==> src/hw/rtl/imu_sample_conditioning_core_macros.svh <==
// Assertion macros shared by the conditioning core.
`ifndef IMU_SAMPLE_CONDITIONING_CORE_MACROS_SVH
`define IMU_SAMPLE_CONDITIONING_CORE_MACROS_SVH

// Same-cycle implication, checked outside reset.
`define ISC_ASSERT_NOW(lbl, ante, cons) \
    lbl: assert property (@(posedge clk) disable iff (!rst_n) (ante) |-> (cons)) \
        else $error("isc assertion failed");

// Next-cycle implication, checked outside reset.
`define ISC_ASSERT_NEXT(lbl, ante, cons) \
    lbl: assert property (@(posedge clk) disable iff (!rst_n) (ante) |=> (cons)) \
        else $error("isc assertion failed");

`endif

==> src/hw/rtl/isc_pkg.sv <==
// Shared types, constants and lane setup for the IMU sample conditioning core.
`timescale 1ns / 1ps

package isc_pkg;

    localparam int NUM_LANES  = 6;
    localparam int NUM_ACCEL  = 3;
    localparam int RAW_W      = 12;
    localparam int OFFSET_W   = 17;
    localparam int LIMIT_W    = 16;
    localparam int OUT_W      = 29;
    localparam int TALLY_W    = 16;
    localparam int IN_DATA_W  = 72;
    localparam int OUT_DATA_W = 280;
    localparam int CFG_IDX_W  = 3;

    // register indexes
    localparam logic [CFG_IDX_W-1:0] CFG_OFFSET_LAST = 3'd5;
    localparam logic [CFG_IDX_W-1:0] CFG_CLAMP_LIMIT = 3'd6;

    localparam logic [LIMIT_W-1:0] CLAMP_LIMIT_RESET = 16'd14400;

    localparam logic [RAW_W-1:0] BIAS_GYRO  = 12'd1658;
    localparam logic [RAW_W-1:0] BIAS_ACCEL = 12'd2041;

    localparam logic [15:0] GYRO_GAIN_X = 16'd457;
    localparam logic [15:0] GYRO_GAIN_Y = 16'd457;
    localparam logic [15:0] GYRO_GAIN_Z = 16'd457;
    localparam logic [15:0] ACCEL_GAIN  = 16'd1516;

    // low-pass weights in Q.16, sum to 1.0
    localparam logic signed [16:0] LP_OLD   = 17'sd64225;
    localparam logic signed [11:0] LP_NEW   = 12'sd1311;
    localparam logic signed [46:0] LP_ROUND = 47'sd32768;

    typedef struct packed {
        logic [RAW_W-1:0] bias;
        logic             neg;
        logic [15:0]      gain;
    } lane_cfg_t;

    localparam lane_cfg_t LANE_CFG [NUM_LANES] = '{
        '{bias: BIAS_GYRO,  neg: 1'b0, gain: GYRO_GAIN_X},
        '{bias: BIAS_GYRO,  neg: 1'b1, gain: GYRO_GAIN_Y},
        '{bias: BIAS_GYRO,  neg: 1'b1, gain: GYRO_GAIN_Z},
        '{bias: BIAS_ACCEL, neg: 1'b0, gain: ACCEL_GAIN},
        '{bias: BIAS_ACCEL, neg: 1'b1, gain: ACCEL_GAIN},
        '{bias: BIAS_ACCEL, neg: 1'b1, gain: ACCEL_GAIN}
    };

    // one strobe per processing step
    typedef struct packed {
        logic load;
        logic scale;
        logic filt;
        logic commit;
    } ctrl_t;

    typedef enum logic [1:0] {
        ST_IDLE,
        ST_SCALE,
        ST_FILT,
        ST_DONE
    } state_t;

endpackage

==> src/hw/rtl/isc_lowpass.sv <==
// First-order low-pass for one accelerometer axis, 0.98 old + 0.02 new.
`timescale 1ns / 1ps

module isc_lowpass
    import isc_pkg::*;
(
    input  logic                    clk,
    input  logic                    rst_n,
    input  ctrl_t                   ctrl,
    input  logic signed [OUT_W-1:0] sample,
    output logic signed [OUT_W-1:0] smooth_next
);

    logic signed [OUT_W-1:0] store_reg;
    logic signed [45:0]      old_prod;
    logic signed [40:0]      new_prod;
    logic signed [45:0]      old_reg;
    logic signed [40:0]      new_reg;
    logic signed [46:0]      sum;

    assign old_prod = store_reg * LP_OLD;
    assign new_prod = sample * LP_NEW;

    always_ff @(posedge clk)
    begin
        if (ctrl.filt)
        begin
            old_reg <= old_prod;
            new_reg <= new_prod;
        end
    end

    assign sum = {old_reg[45], old_reg} + {{6{new_reg[40]}}, new_reg} + LP_ROUND;
    // filter output stays between old and new, so 29 bits after the shift hold it
    assign smooth_next = sum[44:16];

    always_ff @(posedge clk or negedge rst_n)
    begin
        if (!rst_n)
        begin
            store_reg <= '0;
        end
        else if (ctrl.commit)
        begin
            store_reg <= smooth_next;
        end
    end

endmodule

==> config.mk <==
export PLATFORM = sky130hd
export DESIGN_NAME = isc_lowpass
export DESIGN_NICKNAME = d
export VERILOG_FILES = /design/src/hw/rtl/imu_sample_conditioning_core_macros.svh /design/src/hw/rtl/isc_pkg.sv /design/src/hw/rtl/isc_lowpass.sv
export SDC_FILE = /design/constraint.sdc
export NUM_CORES = 1
export LEC_CHECK = 0
export ABC_AREA = 1
export BUFFER_PORTS_ARGS = -buffer_cell sky130_fd_sc_hd__buf_4
export CORE_ASPECT_RATIO = 1.5
export CORE_MARGIN = 2
export CORE_UTILIZATION = 37
export DETAILED_ROUTE_END_ITERATION = 12
export PLACE_DENSITY_LB_ADDON = 0.08
export SYNTH_ARGS = -nofsm -noshare
export SYNTH_HDL_FRONTEND = slang
export SYNTH_SLANG_ARGS = --single-unit
==> constraint.sdc <==
create_clock -name clk -period 16.6 [get_ports clk]
set_input_delay 4.15 -clock clk [delete_from_list [all_inputs] [get_ports clk]]
set_output_delay 4.15 -clock clk [all_outputs]
set_load 0.01 [all_outputs]
==> results.cfg <==
[drt]
vias_per_cell = 4.82
wl_per_cell_um = 19.2
drtPass1Iterations = 7
drcViolationCount = 0
drtIter0Drc = 775
drt_wl_total_um = 77100
vias = 19300
drtAntennaViolNets = 0

[synth]
synth_edf_count = 86
synthTopCellsByArea = fa_1 27%, ha_1 21%, inv_1 13%
synth-seq-cells = 115
yosysWarnings = 0
synthFlopType = edfxtp_1
syn_area_per_cell_um2 = 8.16
synth_cell_types = 42
syn_area_um2 = 24700
ys_async_sr_fraction_pct = 25.2
yosysSeqAreaShare_pct = 13.4
yosysTopAreaCell = fa_1
synth_nets = 3818
netlist_instances = 3030
yosysTopAreaCellShare_pct = 27.1

[min_path]
min_to = store_reg[18]
min_from = store_reg[18]
hold_class = reg -> reg
hold_path_depth = 3

[place]
numPortBuffers = 61
routabilityCongestion = 0.942
hpwl_um = 69200
dp_cells = 3976

[worst_setup_path]
cpMostUsedCell = nand2_1
crit_path_end_kind = output port
arrival_ns = 4.10
max_stage_delay_ns = 0.89
timing.rr.end = old_reg[43]
crit_type = reg -> out
crit_fanout = 4
cp.required_ns = 12.45
crit_chain = ha_1 -> ha_1 -> a21oi_1 -> o21ai_0 -> nand2_1 -> nand2_1 -> nand2_1 -> nand3_1 -> xor2_1 -> buf_4
rr_worst_depth = 18
cpMaxStageDelayCell = xor2_1
worst_setup_path_start_kind = flip-flop
worst-r2r-setup-slack_ns = 9.84
reg2reg_from = store_reg[27]

[cells_and_area]
finalNonFillerCells = 4008
fin_nets = 3898
utilization_pct = 40.5
drive_above_1_share_pct = 3.84
fillers = 7075
area_growth_pct = 8.88
antenna-diode-count = 0
largest_reg_flops = 45
most-common-layout-cells = 858 x inv_1, 509 x nand2_1, 419 x ha_1
layout_commonest_cell = inv_1

[clocking]
postCtsResizedCells = 0
root_buffer = clkbuf_16
clock_latency_ns = 0.46
cts_hold_buffers = 0
cts_sinks = 115
tritoncts = yes
path_clk_slew_ns = 0.07
clk_path_buf_depth = 2
cts_max_level = 4
cts_buffers = 17
post-cts-setup-buffer-count = 0

[sta]
grt_setup_unrepaired = false
hold_viol = 0
tightest_slew_ns = 1.10
min_period_ns = 8.25
fmax_ghz = 0.121
final-setup-viol-count = 0
fin_skew_ns = 0.0131
final-max-slew-violation-count = 0
finalCritPeriodShare_pct = 49.7
setup_tns_ns = 0
relSlewSlack_pct = 25.9

[floorplanning]
initial_utilization_pct = 37.2
num_rows = 116
die_area_um2 = 68900
die_h_um = 321
core_area_um2 = 66500
pin_count = 64
die_w_um = 215

[grt]
grt_overflow = 0
grt_pass1_vias = 21500
grt_use_total_pct = 23.2
grt_max_degree = 49
grt_pass1_wl_um = 120000
antenna_found_initial = 0

[job]
maxCapViolCount = 0

[outcome]
outcome = finished clean
synthesized netlist by cell type (3+ instances only):
| cell type | number |
|---|---|
| inv_1 | 858 |
| a31oi_1 | 5 |
| o21bai_1 | 8 |
| o21ai_2 | 3 |
| dfrtp_1 | 29 |
| a21oi_1 | 140 |
| a211oi_1 | 3 |
| a21oi_2 | 3 |
| o21ai_0 | 83 |
| o21ai_1 | 5 |
| o211ai_1 | 4 |
| nor3_1 | 19 |
| clkbuf_1 | 4 |
| o21a_1 | 8 |
| nor2_2 | 3 |
| nand3_1 | 106 |
| nand4_1 | 24 |
| xor2_1 | 64 |
| xnor2_1 | 25 |
| nand2_1 | 509 |
| fa_1 | 334 |
| and2_1 | 24 |
| nor2_1 | 208 |
| a21boi_0 | 6 |
| nand3b_1 | 10 |
| a21o_1 | 18 |
| edfxtp_1 | 86 |
| ha_1 | 419 |
worst max-delay path by stage:
stage | slack [ns] | to | start | cells past startpoint
2_1_floorplan | 8.88 | new_reg[35] | sample[18] | 16
3_3_place_gp | 7.97 | new_reg[37] | sample[27] | 18
3_5_place_dp | 7.99 | new_reg[37] | sample[27] | 18
4_1_cts | 8.34 | smooth_next[4] | old_reg[7] | 10
5_1_grt | 8.31 | new_reg[38] | sample[27] | 18
6_report | 8.35 | smooth_next[4] | old_reg[5] | 10
layer usage:
metal | vias to the layer above | global-route usage (%) | share of wire, % | wire, um
met2 | 293 | 48.4 | 58 | 44600
li1 | 9488 | - | - | -
met3 | 138 | 1.24 | 1.3 | 1020
met4 | 0 | 14.7 | 7.1 | 5480
met5 | - | 0 | 0 | 0
met1 | 9392 | 21.4 | 34 | 26000
through the flow:
stage          setup WS, ns  area, um2  hold WS (ns)
5_1_grt                8.31      26900         0.714
6_report               8.35      26900         0.690
3_5_place_dp           7.99      26300         0.672
3_3_place_gp           7.97      26300         0.668
2_1_floorplan          8.88      24700         0.534
4_1_cts                8.34      26900         0.691
worst max-delay path, delay by kind of cell, from the launching register on:
kind	cells	cell delay, ns
AOI/OAI and AO/OA	2	0.96
xor gates and xnor gates	1	0.89
adders and majority gates	2	0.62
DFF	1	0.39
and+or+nand+nor	4	0.50
buffers and inverters	1	0.27
cell families after synthesis:
kind of cell / share of synthesized area [%]
AO/OA/AOI/OAI: 6.56
XOR/XNOR: 3.15
AND/OR/NAND/NOR: 15.5
adder cells (fa/ha/maj): 48.3
buffers and inverters: 13.2
flip-flops: 13.4
final cells by class:
type	count	area [um2]	area share, %
Multi-Input combinational cell	2048	18200	67.4
Inverter	860	3230	12.0
Clock inverter	14	179	0.665
Tap cell	885	1110	4.11
Timing Repair Buffer	68	510	1.90
Clock buffer	18	429	1.59
Sequential cell	115	3310	12.3
Power is left out: the tool's default activity adds up to more than one toggle a clock period on the data nets, which glitch-free logic cannot reach.
