==> src/hw/rtl/imu_sample_conditioning_core_macros.svh <==
// Assertion macros shared by the conditioning core.
`ifndef IMU_SAMPLE_CONDITIONING_CORE_MACROS_SVH
`define IMU_SAMPLE_CONDITIONING_CORE_MACROS_SVH

// Same-cycle implication, checked outside reset.
`define ISC_ASSERT_NOW(lbl, ante, cons) \
    lbl: assert property (@(posedge clk) disable iff (!rst_n) (ante) |-> (cons)) \
        else $error("isc assertion failed");

// Next-cycle implication, checked outside reset.
`define ISC_ASSERT_NEXT(lbl, ante, cons) \
    lbl: assert property (@(posedge clk) disable iff (!rst_n) (ante) |=> (cons)) \
        else $error("isc assertion failed");

`endif

==> src/hw/rtl/isc_pkg.sv <==
// Shared types, constants and lane setup for the IMU sample conditioning core.
`timescale 1ns / 1ps

package isc_pkg;

    localparam int NUM_LANES  = 6;
    localparam int NUM_ACCEL  = 3;
    localparam int RAW_W      = 12;
    localparam int OFFSET_W   = 17;
    localparam int LIMIT_W    = 16;
    localparam int OUT_W      = 29;
    localparam int TALLY_W    = 16;
    localparam int IN_DATA_W  = 72;
    localparam int OUT_DATA_W = 280;
    localparam int CFG_IDX_W  = 3;

    // register indexes
    localparam logic [CFG_IDX_W-1:0] CFG_OFFSET_LAST = 3'd5;
    localparam logic [CFG_IDX_W-1:0] CFG_CLAMP_LIMIT = 3'd6;

    localparam logic [LIMIT_W-1:0] CLAMP_LIMIT_RESET = 16'd14400;

    localparam logic [RAW_W-1:0] BIAS_GYRO  = 12'd1658;
    localparam logic [RAW_W-1:0] BIAS_ACCEL = 12'd2041;

    localparam logic [15:0] GYRO_GAIN_X = 16'd457;
    localparam logic [15:0] GYRO_GAIN_Y = 16'd457;
    localparam logic [15:0] GYRO_GAIN_Z = 16'd457;
    localparam logic [15:0] ACCEL_GAIN  = 16'd1516;

    // low-pass weights in Q.16, sum to 1.0
    localparam logic signed [16:0] LP_OLD   = 17'sd64225;
    localparam logic signed [11:0] LP_NEW   = 12'sd1311;
    localparam logic signed [46:0] LP_ROUND = 47'sd32768;

    typedef struct packed {
        logic [RAW_W-1:0] bias;
        logic             neg;
        logic [15:0]      gain;
    } lane_cfg_t;

    localparam lane_cfg_t LANE_CFG [NUM_LANES] = '{
        '{bias: BIAS_GYRO,  neg: 1'b0, gain: GYRO_GAIN_X},
        '{bias: BIAS_GYRO,  neg: 1'b1, gain: GYRO_GAIN_Y},
        '{bias: BIAS_GYRO,  neg: 1'b1, gain: GYRO_GAIN_Z},
        '{bias: BIAS_ACCEL, neg: 1'b0, gain: ACCEL_GAIN},
        '{bias: BIAS_ACCEL, neg: 1'b1, gain: ACCEL_GAIN},
        '{bias: BIAS_ACCEL, neg: 1'b1, gain: ACCEL_GAIN}
    };

    // one strobe per processing step
    typedef struct packed {
        logic load;
        logic scale;
        logic filt;
        logic commit;
    } ctrl_t;

    typedef enum logic [1:0] {
        ST_IDLE,
        ST_SCALE,
        ST_FILT,
        ST_DONE
    } state_t;

endpackage

==> src/hw/rtl/isc_merge.sv <==
// Merge stage: clamp tally and the registered output request.
`timescale 1ns / 1ps

module isc_merge
    import isc_pkg::*;
(
    input  logic                    clk,
    input  logic                    rst_n,
    input  ctrl_t                   ctrl,
    input  logic [NUM_LANES-1:0]    clip,
    input  logic signed [OUT_W-1:0] scaled [NUM_LANES],
    input  logic signed [OUT_W-1:0] smooth [NUM_ACCEL],
    output logic                    out_free,
    output logic                    m_tvalid,
    input  logic                    m_tready,
    output logic [OUT_DATA_W-1:0]   m_tdata
);

    logic [TALLY_W-1:0]    tally_reg;
    logic [TALLY_W-1:0]    tally_next;
    logic [2:0]            clip_cnt;
    logic [TALLY_W:0]      tally_sum;
    logic                  valid_reg;
    logic [OUT_DATA_W-1:0] data_reg;
    logic [OUT_DATA_W-1:0] data_next;

    always_comb
    begin
        clip_cnt = '0;
        for (int i = 0; i < NUM_LANES; i++)
        begin
            clip_cnt = clip_cnt + {2'b00, clip[i]};
        end
        tally_sum  = {1'b0, tally_reg} + {{(TALLY_W-2){1'b0}}, clip_cnt};
        tally_next = tally_sum[TALLY_W] ? {TALLY_W{1'b1}} : tally_sum[TALLY_W-1:0];
    end

    always_comb
    begin
        data_next = '0;
        for (int i = 0; i < NUM_LANES; i++)
        begin
            data_next[i*OUT_W +: OUT_W] = scaled[i];
        end
        for (int j = 0; j < NUM_ACCEL; j++)
        begin
            data_next[(NUM_LANES+j)*OUT_W +: OUT_W] = smooth[j];
        end
        data_next[(NUM_LANES+NUM_ACCEL)*OUT_W +: TALLY_W] = tally_next;
    end

    assign out_free = !valid_reg || m_tready;

    always_ff @(posedge clk or negedge rst_n)
    begin
        if (!rst_n)
        begin
            tally_reg <= '0;
            valid_reg <= 1'b0;
        end
        else if (ctrl.commit)
        begin
            tally_reg <= tally_next;
            valid_reg <= 1'b1;
        end
        else if (m_tready)
        begin
            valid_reg <= 1'b0;
        end
    end

    always_ff @(posedge clk)
    begin
        if (ctrl.commit)
        begin
            data_reg <= data_next;
        end
    end

    assign m_tvalid = valid_reg;
    assign m_tdata  = data_reg;

endmodule

==> config.mk <==
export PLATFORM = sky130hd
export DESIGN_NAME = isc_merge
export DESIGN_NICKNAME = d
export VERILOG_FILES = /design/src/hw/rtl/imu_sample_conditioning_core_macros.svh /design/src/hw/rtl/isc_pkg.sv /design/src/hw/rtl/isc_merge.sv
export SDC_FILE = /design/constraint.sdc
export NUM_CORES = 1
export LEC_CHECK = 0
export ABC_AREA = 1
export BUFFER_PORTS_ARGS = -buffer_cell sky130_fd_sc_hd__buf_2
export CAP_MARGIN = 20
export CORE_AREA = 2 2 215 217
export DETAILED_ROUTE_END_ITERATION = 16
export DIE_AREA = 0 0 217 219
export SYNTH_ARGS = -nofsm -noshare
export SYNTH_HDL_FRONTEND = slang
export SYNTH_SLANG_ARGS = --single-unit
==> constraint.sdc <==
create_clock -name clk -period 2.2 [get_ports clk]
set_input_delay 0.66 -clock clk [delete_from_list [all_inputs] [get_ports clk]]
set_output_delay 0.66 -clock clk [all_outputs]
set_load 0.005 [all_outputs]
==> run metrics <==
status finished, violations left; failing checks negative setup slack; root buffer cell clkbuf_16; Max Transition Viols Final 0; Worst Tran Pin Value 507 ps; Final Hold Fails 0; Clock Latency Late Sink 520 ps; routability cong. 0.833; Place WS -1180 ps; most frequent cells in the layout buf_2 (547), edfxtp_1 (277), nand2_1 (61); drt via density 3.81; Sw Share 24.2%; Rel. slew slack 66.2%; worst path arrival time 3050 ps; TritonRoute pass-1 iters 4; VDD IR max 0.509 mV; CTS tree yes; Routed Antenna Nets 0; placed insts 1,628; worst min path class in -> async; post-synthesis sequential area ratio 90.4%; power density cells 959 nW/µm²; initial DRC count 326; fin crit period 2770 ps; max FFs per register 277; placed cell area 13,400 µm²; Residual DRC 0; Tot GR Track Use 12.7%; Yosys reg bits 294; post-synth cell types 26; cells after synthesis 462; global-route wire length before repair 43,200 µm; final non-filler cell total 1,691; commonest non-fill, non-tap cell in the layout buf_2; mean post-synth cell area 20.9 µm²; Final HPWL DP 26,000 µm; worst clock skew 3.09 ps; final worst slack -573 ps; achievable clock frequency 361 MHz; proportion of layout cells with a drive suffix above 1 60.5%; row count 78; Die X 217 µm; Congestion Overflow GR 0; WL final 32,200 µm; die area 47,500 µm²; initial antenna violation count 14; routed via count 6,436; internal reg-to-reg setup slack -190 ps; area grow syn2layout 49.2%; WL/cell 19.1 µm; # Max-Cap Violations 0; core area 45,100 µm²; RSZ-0062 raised after global routing true; Final Cell Area 14,400 µm²; Reg clk slew, reported paths 60 ps; Post-Syn Area 9680 µm²; Overall Power 13.8 mW; CP Max Fanout 5; Longest Clk Path Bufs 3; NumNets Final 1,347; starting density of the core 21.5%; switching power 3.34 mW; CP Capture Type flop; vias in the first global route 6,561; critical path class in -> reg; chip height 219 µm; largest net degree at the start of global routing 66; sequential power share 50.4%; proportion of power drawn by combinational gates 12.3%; worst r2r path cells 13; H-tree levels 2; Clock Sink Count 294; clock network power share 37.2%; worst path required time 2480 ps; leakage power 6.22 nW; Startpoint Class input port; final setup fails 32; Pint 10.5 mW; port bufs 549; fin crit share 126%; Syn. warnings 0; io pins 556; CTS Buf Count 34
==> cells in the mapped netlist (all sizes together) <==
library cell,number,area [µm²]
edfxtp,277,8320
nand2,71,284
inv,25,93.8
nand3,19,163
nor2,19,104
dfrtp,17,425
o21ai,8,47.6
buf,5,32.5
a31oi,4,25.0
fa,4,80.1
ha,3,37.5
nand4,3,18.8
xor2,3,26.3
or2,2,12.5
clkbuf,1,3.75
conb,1,3.75
==> routing by layer <==
| metal | wire length (µm) | global-route usage (%) | vias to the layer above |
|---|---|---|---|
| li1 | - | - | 2923 |
| met1 | 12100 | 14.5 | 3127 |
| met2 | 16400 | 21.8 | 317 |
| met3 | 2710 | 4.55 | 67 |
| met4 | 1000 | 4.45 | 2 |
| met5 | 13 | 0 | - |
==> worst max-delay path: stages <==
cell     delay (ps)
buf_6            90
fa_1            540
inv_1            50
fa_1            500
fa_2            220
inv_2            40
fa_2            340
nand2_2         100
nand2_4          70
nand2_4          90
nor2_4           50
nand3_4         100
inv_2            60
nor2_4           90
inv_1            50
==> final timing paths <==
check / to / startpoint
worst max-delay path: m_tdata[263]$_DFFE_PP_ / clip[0]
worst min-delay path: m_tvalid$_DFFE_PN0P_ / rst_n
worst max register to register: m_tdata[263]$_DFFE_PP_ / tally_reg[0]$_DFFE_PN0P_
worst min register to register: m_tvalid$_DFFE_PN0P_ / m_tvalid$_DFFE_PN0P_
max in group asynchronous: tally_reg[2]$_DFFE_PN0P_ / rst_n
min in group clk: m_tdata[133]$_DFFE_PP_ / scaled[46]
==> through the flow <==
stage / utilization, % / setup TNS [ps] / hold slack, ps
floorplan: - / -25510 / 364
global placement: 29.7 / -34180 / 468
detailed placement: 29.7 / -35200 / 485
CTS: 32.0 / -15400 / 52.0
global route: 32.0 / -19160 / 85.1
finish: 32.0 / -16670 / 78.9
==> repair_timing <==
item,in CTS,in global routing
setup endpoints to repair,32,32
hold buffers,0,0
gates cloned,0,1
gates resized for setup,5,2
hold endpoints to repair,0,0
setup buffers,0,1
pin swaps,2,0
==> layout make-up <==
class	instances	area (µm²)
Inverter	25	93.8
Sequential cell	294	8740
Clock buffer	39	870
Timing Repair Buffer	571	2980
Antenna cell	2	5.00
Tap cell	600	751
Fill cell	4517	30700
Clock inverter	20	140
Multi-Input combinational cell	140	855
==> logic make-up after synthesis <==
logic type | after synthesis | synth area share, %
AOI/OAI and AO/OA | 12 | 0.750
xor gates and xnor gates | 3 | 0.272
adders and majority gates | 7 | 1.22
buffers and inverters | 31 | 1.34
DFF | 294 | 90.4
other | 1 | 0.0388
and+or+nand+nor | 114 | 6.01
==> power groups by stage <==
| stage | registers (mW) | logic, mW | clock network [mW] |
|---|---|---|---|
| 2_1_floorplan | 7.10 | 0.520 | 0 |
| 5_1_grt | 7.03 | 1.90 | 5.55 |
| 3_3_place_gp | 7.08 | 1.62 | 0 |
| 3_5_place_dp | 7.08 | 1.67 | 0 |
| 4_1_cts | 6.99 | 1.72 | 5.37 |
| 6_report | 6.98 | 1.71 | 5.15 |
No activity file was read; power rests on OpenSTA's default activity.
