==> src/hw/rtl/imu_sample_conditioning_core_macros.svh <==
// Assertion macros shared by the conditioning core.
`ifndef IMU_SAMPLE_CONDITIONING_CORE_MACROS_SVH
`define IMU_SAMPLE_CONDITIONING_CORE_MACROS_SVH

// Same-cycle implication, checked outside reset.
`define ISC_ASSERT_NOW(lbl, ante, cons) \
    lbl: assert property (@(posedge clk) disable iff (!rst_n) (ante) |-> (cons)) \
        else $error("isc assertion failed");

// Next-cycle implication, checked outside reset.
`define ISC_ASSERT_NEXT(lbl, ante, cons) \
    lbl: assert property (@(posedge clk) disable iff (!rst_n) (ante) |=> (cons)) \
        else $error("isc assertion failed");

`endif

==> src/hw/rtl/isc_pkg.sv <==
// Shared types, constants and lane setup for the IMU sample conditioning core.
`timescale 1ns / 1ps

package isc_pkg;

    localparam int NUM_LANES  = 6;
    localparam int NUM_ACCEL  = 3;
    localparam int RAW_W      = 12;
    localparam int OFFSET_W   = 17;
    localparam int LIMIT_W    = 16;
    localparam int OUT_W      = 29;
    localparam int TALLY_W    = 16;
    localparam int IN_DATA_W  = 72;
    localparam int OUT_DATA_W = 280;
    localparam int CFG_IDX_W  = 3;

    // register indexes
    localparam logic [CFG_IDX_W-1:0] CFG_OFFSET_LAST = 3'd5;
    localparam logic [CFG_IDX_W-1:0] CFG_CLAMP_LIMIT = 3'd6;

    localparam logic [LIMIT_W-1:0] CLAMP_LIMIT_RESET = 16'd14400;

    localparam logic [RAW_W-1:0] BIAS_GYRO  = 12'd1658;
    localparam logic [RAW_W-1:0] BIAS_ACCEL = 12'd2041;

    localparam logic [15:0] GYRO_GAIN_X = 16'd457;
    localparam logic [15:0] GYRO_GAIN_Y = 16'd457;
    localparam logic [15:0] GYRO_GAIN_Z = 16'd457;
    localparam logic [15:0] ACCEL_GAIN  = 16'd1516;

    // low-pass weights in Q.16, sum to 1.0
    localparam logic signed [16:0] LP_OLD   = 17'sd64225;
    localparam logic signed [11:0] LP_NEW   = 12'sd1311;
    localparam logic signed [46:0] LP_ROUND = 47'sd32768;

    typedef struct packed {
        logic [RAW_W-1:0] bias;
        logic             neg;
        logic [15:0]      gain;
    } lane_cfg_t;

    localparam lane_cfg_t LANE_CFG [NUM_LANES] = '{
        '{bias: BIAS_GYRO,  neg: 1'b0, gain: GYRO_GAIN_X},
        '{bias: BIAS_GYRO,  neg: 1'b1, gain: GYRO_GAIN_Y},
        '{bias: BIAS_GYRO,  neg: 1'b1, gain: GYRO_GAIN_Z},
        '{bias: BIAS_ACCEL, neg: 1'b0, gain: ACCEL_GAIN},
        '{bias: BIAS_ACCEL, neg: 1'b1, gain: ACCEL_GAIN},
        '{bias: BIAS_ACCEL, neg: 1'b1, gain: ACCEL_GAIN}
    };

    // one strobe per processing step
    typedef struct packed {
        logic load;
        logic scale;
        logic filt;
        logic commit;
    } ctrl_t;

    typedef enum logic [1:0] {
        ST_IDLE,
        ST_SCALE,
        ST_FILT,
        ST_DONE
    } state_t;

endpackage

==> src/hw/rtl/isc_lane.sv <==
// One channel lane: bias removal, offset, clamp, then gain multiply.
`timescale 1ns / 1ps

module isc_lane
    import isc_pkg::*;
(
    input  logic                       clk,
    input  logic                       rst_n,
    input  ctrl_t                      ctrl,
    input  lane_cfg_t                  cfg,
    input  logic        [RAW_W-1:0]    raw,
    input  logic signed [OFFSET_W-1:0] offset,
    input  logic        [LIMIT_W-1:0]  limit,
    output logic                       clip,
    output logic signed [OUT_W-1:0]    scaled
);

    logic signed [13:0]   diff;
    logic signed [18:0]   d_q4;
    logic signed [18:0]   off_ext;
    logic signed [18:0]   lim_ext;
    logic signed [18:0]   neg_lim;
    logic signed [18:0]   v;
    logic                 over;
    logic                 under;
    logic signed [16:0]   v_next;
    logic signed [16:0]   v_reg;
    logic                 clip_reg;
    logic signed [33:0]   prod_full;
    logic signed [32:0]   prod_reg;
    logic signed [32:0]   rounded;

    always_comb
    begin
        diff    = $signed({2'b00, raw}) - $signed({2'b00, cfg.bias});
        d_q4    = {diff[13], diff, 4'b0000};
        off_ext = {{2{offset[OFFSET_W-1]}}, offset};
        lim_ext = {3'b000, limit};
        neg_lim = -lim_ext;
        v       = cfg.neg ? (off_ext - d_q4) : (d_q4 - off_ext);
        over    = v > lim_ext;
        under   = v < neg_lim;
        if (over)
        begin
            v_next = lim_ext[16:0];
        end
        else if (under)
        begin
            v_next = neg_lim[16:0];
        end
        else
        begin
            v_next = v[16:0];
        end
    end

    always_ff @(posedge clk or negedge rst_n)
    begin
        if (!rst_n)
        begin
            clip_reg <= 1'b0;
        end
        else if (ctrl.load)
        begin
            clip_reg <= over | under;
        end
    end

    always_ff @(posedge clk)
    begin
        if (ctrl.load)
        begin
            v_reg <= v_next;
        end
        if (ctrl.scale)
        begin
            prod_reg <= prod_full[32:0];
        end
    end

    assign prod_full = v_reg * $signed({1'b0, cfg.gain});

    // round half up, then floor by 16
    assign rounded = prod_reg + 33'sd8;
    assign scaled  = rounded[32:4];
    assign clip    = clip_reg;

endmodule

==> config.mk <==
export PLATFORM = sky130hd
export DESIGN_NAME = isc_lane
export DESIGN_NICKNAME = d
export VERILOG_FILES = /design/src/hw/rtl/imu_sample_conditioning_core_macros.svh /design/src/hw/rtl/isc_pkg.sv /design/src/hw/rtl/isc_lane.sv
export SDC_FILE = /design/constraint.sdc
export NUM_CORES = 1
export LEC_CHECK = 0
export ABC_AREA = 1
export BUFFER_PORTS_ARGS = -buffer_cell sky130_fd_sc_hd__buf_4
export CORE_UTILIZATION = 50
export DETAILED_ROUTE_END_ITERATION = 8
export PLACE_DENSITY = 0.71
export SLEW_MARGIN = 0
export SYNTH_ARGS = -nofsm -noshare
export SYNTH_HDL_FRONTEND = slang
export SYNTH_SLANG_ARGS = --single-unit
export TNS_END_PERCENT = 20
==> constraint.sdc <==
create_clock -name clk -period 7.7 [get_ports clk]
set_clock_uncertainty 0.15 [all_clocks]
set_input_delay 0.385 -clock clk [delete_from_list [all_inputs] [get_ports clk]]
set_output_delay 0.385 -clock clk [all_outputs]
set_load 0.05 [all_outputs]
==> flow_metrics.env, run 1 <==
export IMPL_cts_buffers=5
export IMPL_cp_arrival_ns=6.76
export IMPL_crit_type="flip-flop to flip-flop"
export IMPL_r2r_start="v_reg[5]$_DFFE_PP_"
export IMPL_grt_max_degree=31
export IMPL_gr_total_overflow=0
export IMPL_cts_clk_slew_worst_paths_ns=0.07
export IMPL_cts_setup_buffers=0
export IMPL_worst_pin_slew_ns=0.855
export IMPL_drc=0
export IMPL_portBuffers=107
export IMPL_min_path_type="input pin to asynchronous set/reset pin"
export IMPL_synthAdderAreaFrac_pct=45.0
export IMPL_area_delta_synth_final_pct=7.40
export IMPL_antenna_found_initial=0
export IMPL_cpMostUsedCell="nand2_1"
export IMPL_die_area_um2=34000
export IMPL_async_reset_ff_share_pct=2.08
export IMPL_clock_root_buffer="clkbuf_16"
export IMPL_insertedDiodeCount=0
export IMPL_synth_ff_type="edfxtp_1"
export IMPL_yosysSeqAreaShare_pct=8.63
export IMPL_rsz0062_at_grt="false"
export IMPL_cp_start_kind="flip-flop"
export IMPL_first_iter_violations=673
export IMPL_r2r_slack_ns=0.85
export IMPL_die_h_um=184
export IMPL_synth_top_cell_by_area="fa_1"
export IMPL_ys_types=46
export IMPL_muxShareOfSynthArea_pct=0.0601
export IMPL_hpwl_um=32600
export IMPL_postSynthCellCount=2223
export IMPL_synth_compound_gate_area_share_pct=5.36
export IMPL_synth_cell_area_um2=16600
export IMPL_crit_fanout=16
export IMPL_postRouteAntennaNets=0
export IMPL_die_w_um=184
export IMPL_yosysWarnings=0
export IMPL_wl_um=38700
export IMPL_slew_headroom_pct=43.0
export IMPL_synth_area_leaders="fa_1, inv_1, nand2_1"
export IMPL_drv_slew=0
export IMPL_timing_final_ws_setup_ns=0.851
export IMPL_max_stage_delay_ns=0.91
export IMPL_status="complete, no violations"
export IMPL_setup_violations=0
export IMPL_ff2ff_path_depth=24
export IMPL_cts_tree="yes"
export IMPL_detail_route_wl_per_cell_um=14.3
export IMPL_crit_path_end="prod_reg[29]$_DFFE_PP_"
export IMPL_synth_most_common_cell="inv_1"
export IMPL_clockBufferDepth=2
export IMPL_fin_nets=2779
export IMPL_place_congestion=0.910
export IMPL_synthSimpleGateAreaFrac_pct=19.7
export IMPL_crit_family="adder cells"
export IMPL_crit_path_start="v_reg[5]$_DFFE_PP_"
export IMPL_rr_endpoint="prod_reg[29]$_DFFE_PP_"
export IMPL_initial_core_util_pct=51.0
export IMPL_place_area_um2=17700
export IMPL_avgViaCountPerCell=5.00
export IMPL_num_rows=66
export IMPL_fmax_ghz=0.146
export IMPL_route_vias_total=13500
export IMPL_first_global_vias=14200
export IMPL_clock_sinks=48
export IMPL_netlist_top_cells_count="inv_1, nand2_1, fa_1, ha_1, a21oi_1"
export IMPL_avgSynthCellArea_um2=7.49
export IMPL_finalInstanceArea_um2=17900
export IMPL_synth_nets=2736
export IMPL_firstDrtPassIters=7
export IMPL_grt_pass1_wl_um=66300
export IMPL_maxCapViolations=0
export IMPL_path_cells="nand2_1 -> fa_1 -> inv_1 -> fa_1 -> inv_1 -> fa_1 -> inv_1 -> fa_1 -> fa_1 -> inv_1 -> fa_1 -> inv_1 -> ha_1 -> nand2_1 -> inv_1 -> nand2_1 -> nor3_1 -> nand4_1 -> nand3_1 -> nand2_1 -> nand2_1 -> nand2_1 -> nand2_1 -> xor2_1"
export IMPL_cp_num_buf_inv=6
export IMPL_htreeDepth=2
export IMPL_place_ws_ns=0.992
export IMPL_core_um2=32600
export IMPL_ios=110
export IMPL_post_route_period_util_pct=89.0
export IMPL_worstPathRequired_ns=7.61
export IMPL_clk_insertion_delay_late_ns=0.31
export IMPL_hold_viol=0
export IMPL_yosysTopAreaCellShare_pct=33.2
export IMPL_synth_xor_area_share_pct=5.00
export IMPL_drive_gt1_share_pct=7.32
export IMPL_cp_depth=24
export IMPL_end_kind="flip-flop"
export IMPL_synth_top_family_by_area="adder cells"
export IMPL_min_period_ns=6.85
export IMPL_cp_slowest_cell="edfxtp_1"
export IMPL_largest_reg_flops=30
export IMPL_tns_ns=0
export IMPL_grt_usage_pct=24.6
export IMPL_synth_edff_count=47
export IMPL_synth_seq_cells=48
[per-layer routing]
layer / share of wire, % / global-route usage, % / routed length, um / vias to the layer above
met5: 0 / 0 / 0 / -
met2: 50 / 45.1 / 19600 / 330
met3: 4.1 / 1.90 / 1600 / 81
met4: 2.7 / 7.07 / 1050 / 0
met1: 43 / 30.7 / 16500 / 6526
li1: - / - / - / 6595
[stage by stage]
| stage | util, % | hold WS, ns | instances |
|---|---|---|---|
| floorplan | - | -0.0606 | 2223 |
| global placement | 54.3 | 0.0104 | 2700 |
| detailed placement | 54.3 | 0.0127 | 2700 |
| CTS | 54.8 | 0.224 | 2709 |
| global route | 54.8 | 0.251 | 2709 |
| finish | 54.8 | 0.237 | 2709 |
[logic make-up after synthesis]
kind of cell,count (synthesis)
muxes,1
buffers and inverters,712
adders and majority gates,433
DFF,48
xor gates and xnor gates,95
and+or+nand+nor,773
AOI/OAI and AO/OA,161
[cell usage in the layout, fill, tap and decap left out, types with 3 or more instances in the layout]
| master | instances |
|---|---|
| nor3_1 | 14 |
| nand4_1 | 19 |
| nor2_2 | 5 |
| nor2_1 | 73 |
| o21ai_0 | 47 |
| buf_4 | 107 |
| o21a_1 | 3 |
| inv_2 | 11 |
| nand3_2 | 8 |
| nand2_1 | 559 |
| nor4_1 | 6 |
| nand3_1 | 60 |
| xnor2_1 | 28 |
| nand3b_1 | 3 |
| xor2_1 | 67 |
| o21ai_2 | 5 |
| nand2_2 | 9 |
| ha_1 | 157 |
| a31oi_1 | 7 |
| a21oi_1 | 74 |
| clkbuf_16 | 5 |
| a21o_1 | 9 |
| or2_2 | 3 |
| o211ai_1 | 4 |
| o21bai_1 | 4 |
| o21ai_1 | 4 |
| edfxtp_1 | 47 |
| fa_1 | 276 |
| inv_1 | 629 |
| nor2_4 | 3 |
[worst min path at each step]
stage              from                  to  slack (ns)  depth (start not counted)
2_1_floorplan     rst_n    clip$_DFFE_PN0P_       -0.06                          0
3_3_place_gp      rst_n    clip$_DFFE_PN0P_        0.01                          1
3_5_place_dp      rst_n    clip$_DFFE_PN0P_        0.01                          1
4_1_cts        limit[0]  v_reg[0]$_DFFE_PP_        0.22                          3
5_1_grt           rst_n    clip$_DFFE_PN0P_        0.25                          2
6_report          rst_n    clip$_DFFE_PN0P_        0.24                          2
[final cells by class]
type	count	area, um^2
fillers	3140	14700
multi-input cells	1463	12500
inverters	640	2400
flip-flops and latches	48	1440
repair buffers	108	813
well taps	442	553
clock buffers	5	125
clock inverters	3	42.5
[repair_timing]
item / 4_1_cts / 5_1_grt
hold buffers: 1 / 0
resized for setup: 0 / 0
hold endpoints to repair: 1 / 0
Power of run 1 is left out: the tool's default activity adds up to more than one toggle a clock period on the data nets, which glitch-free logic cannot reach.
==> run 2: changes to the inputs <==
CORE_UTILIZATION = 30   (was 50)
PLACE_DENSITY = 0.48   (was 0.71)
==> run 2 against run 1 <==
Net effect: via count down 2.4%; non-clock buffer count up 2; worst setup slack better by 0.26 ns; sequential cell count unchanged; register-to-register slack better by 0.26 ns; critical endpoint is now prod_reg[32]$_DFFE_PP_.
==> flow_metrics.env, run 2 (synthesis gave the netlist of run 1 again) <==
export IMPL_rsz0062_at_grt="false"
export IMPL_post_route_period_util_pct=85.5
export IMPL_path_cells="nand2_1 -> inv_1 -> fa_1 -> inv_1 -> fa_1 -> inv_1 -> fa_1 -> inv_1 -> fa_1 -> inv_1 -> fa_1 -> inv_1 -> fa_1 -> inv_1 -> ha_1 -> a21oi_1 -> o21ai_0 -> nand2_1 -> o211ai_1 -> a21oi_1 -> nand3b_1 -> nand2_1"
export IMPL_layout_common_cells="inv_1, nand2_1, fa_1"
export IMPL_place_area_um2=18100
export IMPL_htreeDepth=2
export IMPL_cts_buffers=5
export IMPL_post_cts_resize_count=0
export IMPL_final_common_cell="inv_1"
export IMPL_cp_slowest_cell="fa_1"
export IMPL_route_vias_total=13200
export IMPL_status="complete, no violations"
export IMPL_cp_arrival_ns=6.50
export IMPL_crit_type="flip-flop to flip-flop"
export IMPL_core_um2=54300
export IMPL_slew_headroom_pct=41.4
export IMPL_min_path_type="input pin to asynchronous set/reset pin"
export IMPL_detail_route_wl_per_cell_um=13.7
export IMPL_fin_nets=2781
export IMPL_cts_clk_slew_worst_paths_ns=0.08
export IMPL_worst_pin_slew_ns=0.879
export IMPL_crit_family="adder cells"
export IMPL_drive_gt1_share_pct=7.45
export IMPL_holdWs_ns=0.221
export IMPL_cts_tree="yes"
export IMPL_grt_max_degree=31
export IMPL_die_h_um=238
export IMPL_worstPathRequired_ns=7.62
export IMPL_first_global_vias=14100
export IMPL_cpMostUsedCell="inv_1"
export IMPL_end_kind="flip-flop"
export IMPL_clock_sinks=48
export IMPL_drc=0
export IMPL_antenna_found_initial=3
export IMPL_first_iter_violations=586
export IMPL_utilization_pct=33.7
export IMPL_fmax_ghz=0.152
export IMPL_clock_root_buffer="clkbuf_16"
export IMPL_initial_core_util_pct=30.6
export IMPL_max_stage_delay_ns=0.68
export IMPL_r2r_slack_ns=1.11
export IMPL_clockBufferDepth=2
export IMPL_grt_usage_pct=15.3
export IMPL_setup_violations=0
export IMPL_portBuffers=107
export IMPL_die_area_um2=56400
export IMPL_place_congestion=0.865
export IMPL_cp_num_buf_inv=7
export IMPL_ios=110
export IMPL_crit_fanout=16
export IMPL_firstDrtPassIters=5
export IMPL_clk_insertion_delay_late_ns=0.31
export IMPL_die_w_um=238
export IMPL_grt_pass1_wl_um=70200
export IMPL_drv_slew=0
export IMPL_avgViaCountPerCell=4.39
export IMPL_crit_path_start="v_reg[16]$_SDFFCE_PP0P_"
export IMPL_min_period_ns=6.59
export IMPL_finalInstanceArea_um2=18300
export IMPL_tns_ns=0
export IMPL_hold_viol=0
export IMPL_maxCapViolations=0
export IMPL_cp_start_kind="flip-flop"
export IMPL_largest_reg_flops=30
export IMPL_hpwl_um=36200
export IMPL_postRouteAntennaNets=0
export IMPL_area_delta_synth_final_pct=9.89
export IMPL_wl_um=41300
export IMPL_r2r_start="v_reg[16]$_SDFFCE_PP0P_"
export IMPL_num_rows=85
export IMPL_gr_total_overflow=0
-- run 2: worst paths after layout --
check,end,cells past startpoint
max,prod_reg[32]$_DFFE_PP_,22
min,clip$_DFFE_PN0P_,2
max reg2reg,prod_reg[32]$_DFFE_PP_,22
min reg2reg,clip$_DFFE_PN0P_,2
max in group asynchronous,clip$_DFFE_PN0P_,2
min in group clk,v_reg[0]$_DFFE_PP_,3
-- run 2: worst reg2reg max path: cells and delay by family (launching register included) --
kind / cells / cell delay [ns]
AO/OA/AOI/OAI: 4 / 0.62
adder cells (fa/ha/maj): 7 / 3.74
buffers and inverters: 7 / 0.63
flip-flops: 1 / 0.67
AND/OR/NAND/NOR: 4 / 0.52
-- run 2: metrics by stage --
stage	std cells	setup slack, ns
floorplan	2223	1.74
CTS	3008	1.02
detailed placement	2999	1.05
global route	3008	0.614
finish	3009	1.11
global placement	2999	1.06
-- run 2: metal layers --
metal | up-vias | GRT usage (%) | wire length, um
met2 | 201 | 28.1 | 20300
met4 | 6 | 3.13 | 656
met3 | 45 | 1.87 | 1340
met1 | 6359 | 19.1 | 18900
met5 | - | 0 | 39
li1 | 6597 | - | -
-- run 2: final cells by class --
type	count	area, um^2
fillers	5784	36100
multi-input cells	1463	12500
inverters	640	2400
flip-flops and latches	48	1440
well taps	739	925
repair buffers	110	828
clock buffers	5	125
clock inverters	3	68.8
diodes	1	2.50
-- run 2: timing repair --
action / 4_1_cts / 5_1_grt
hold buffers: 1 / 0
setup buffers: 0 / 0
hold endpoints to repair: 1 / 0
Power of run 2 is left out for the same reason.
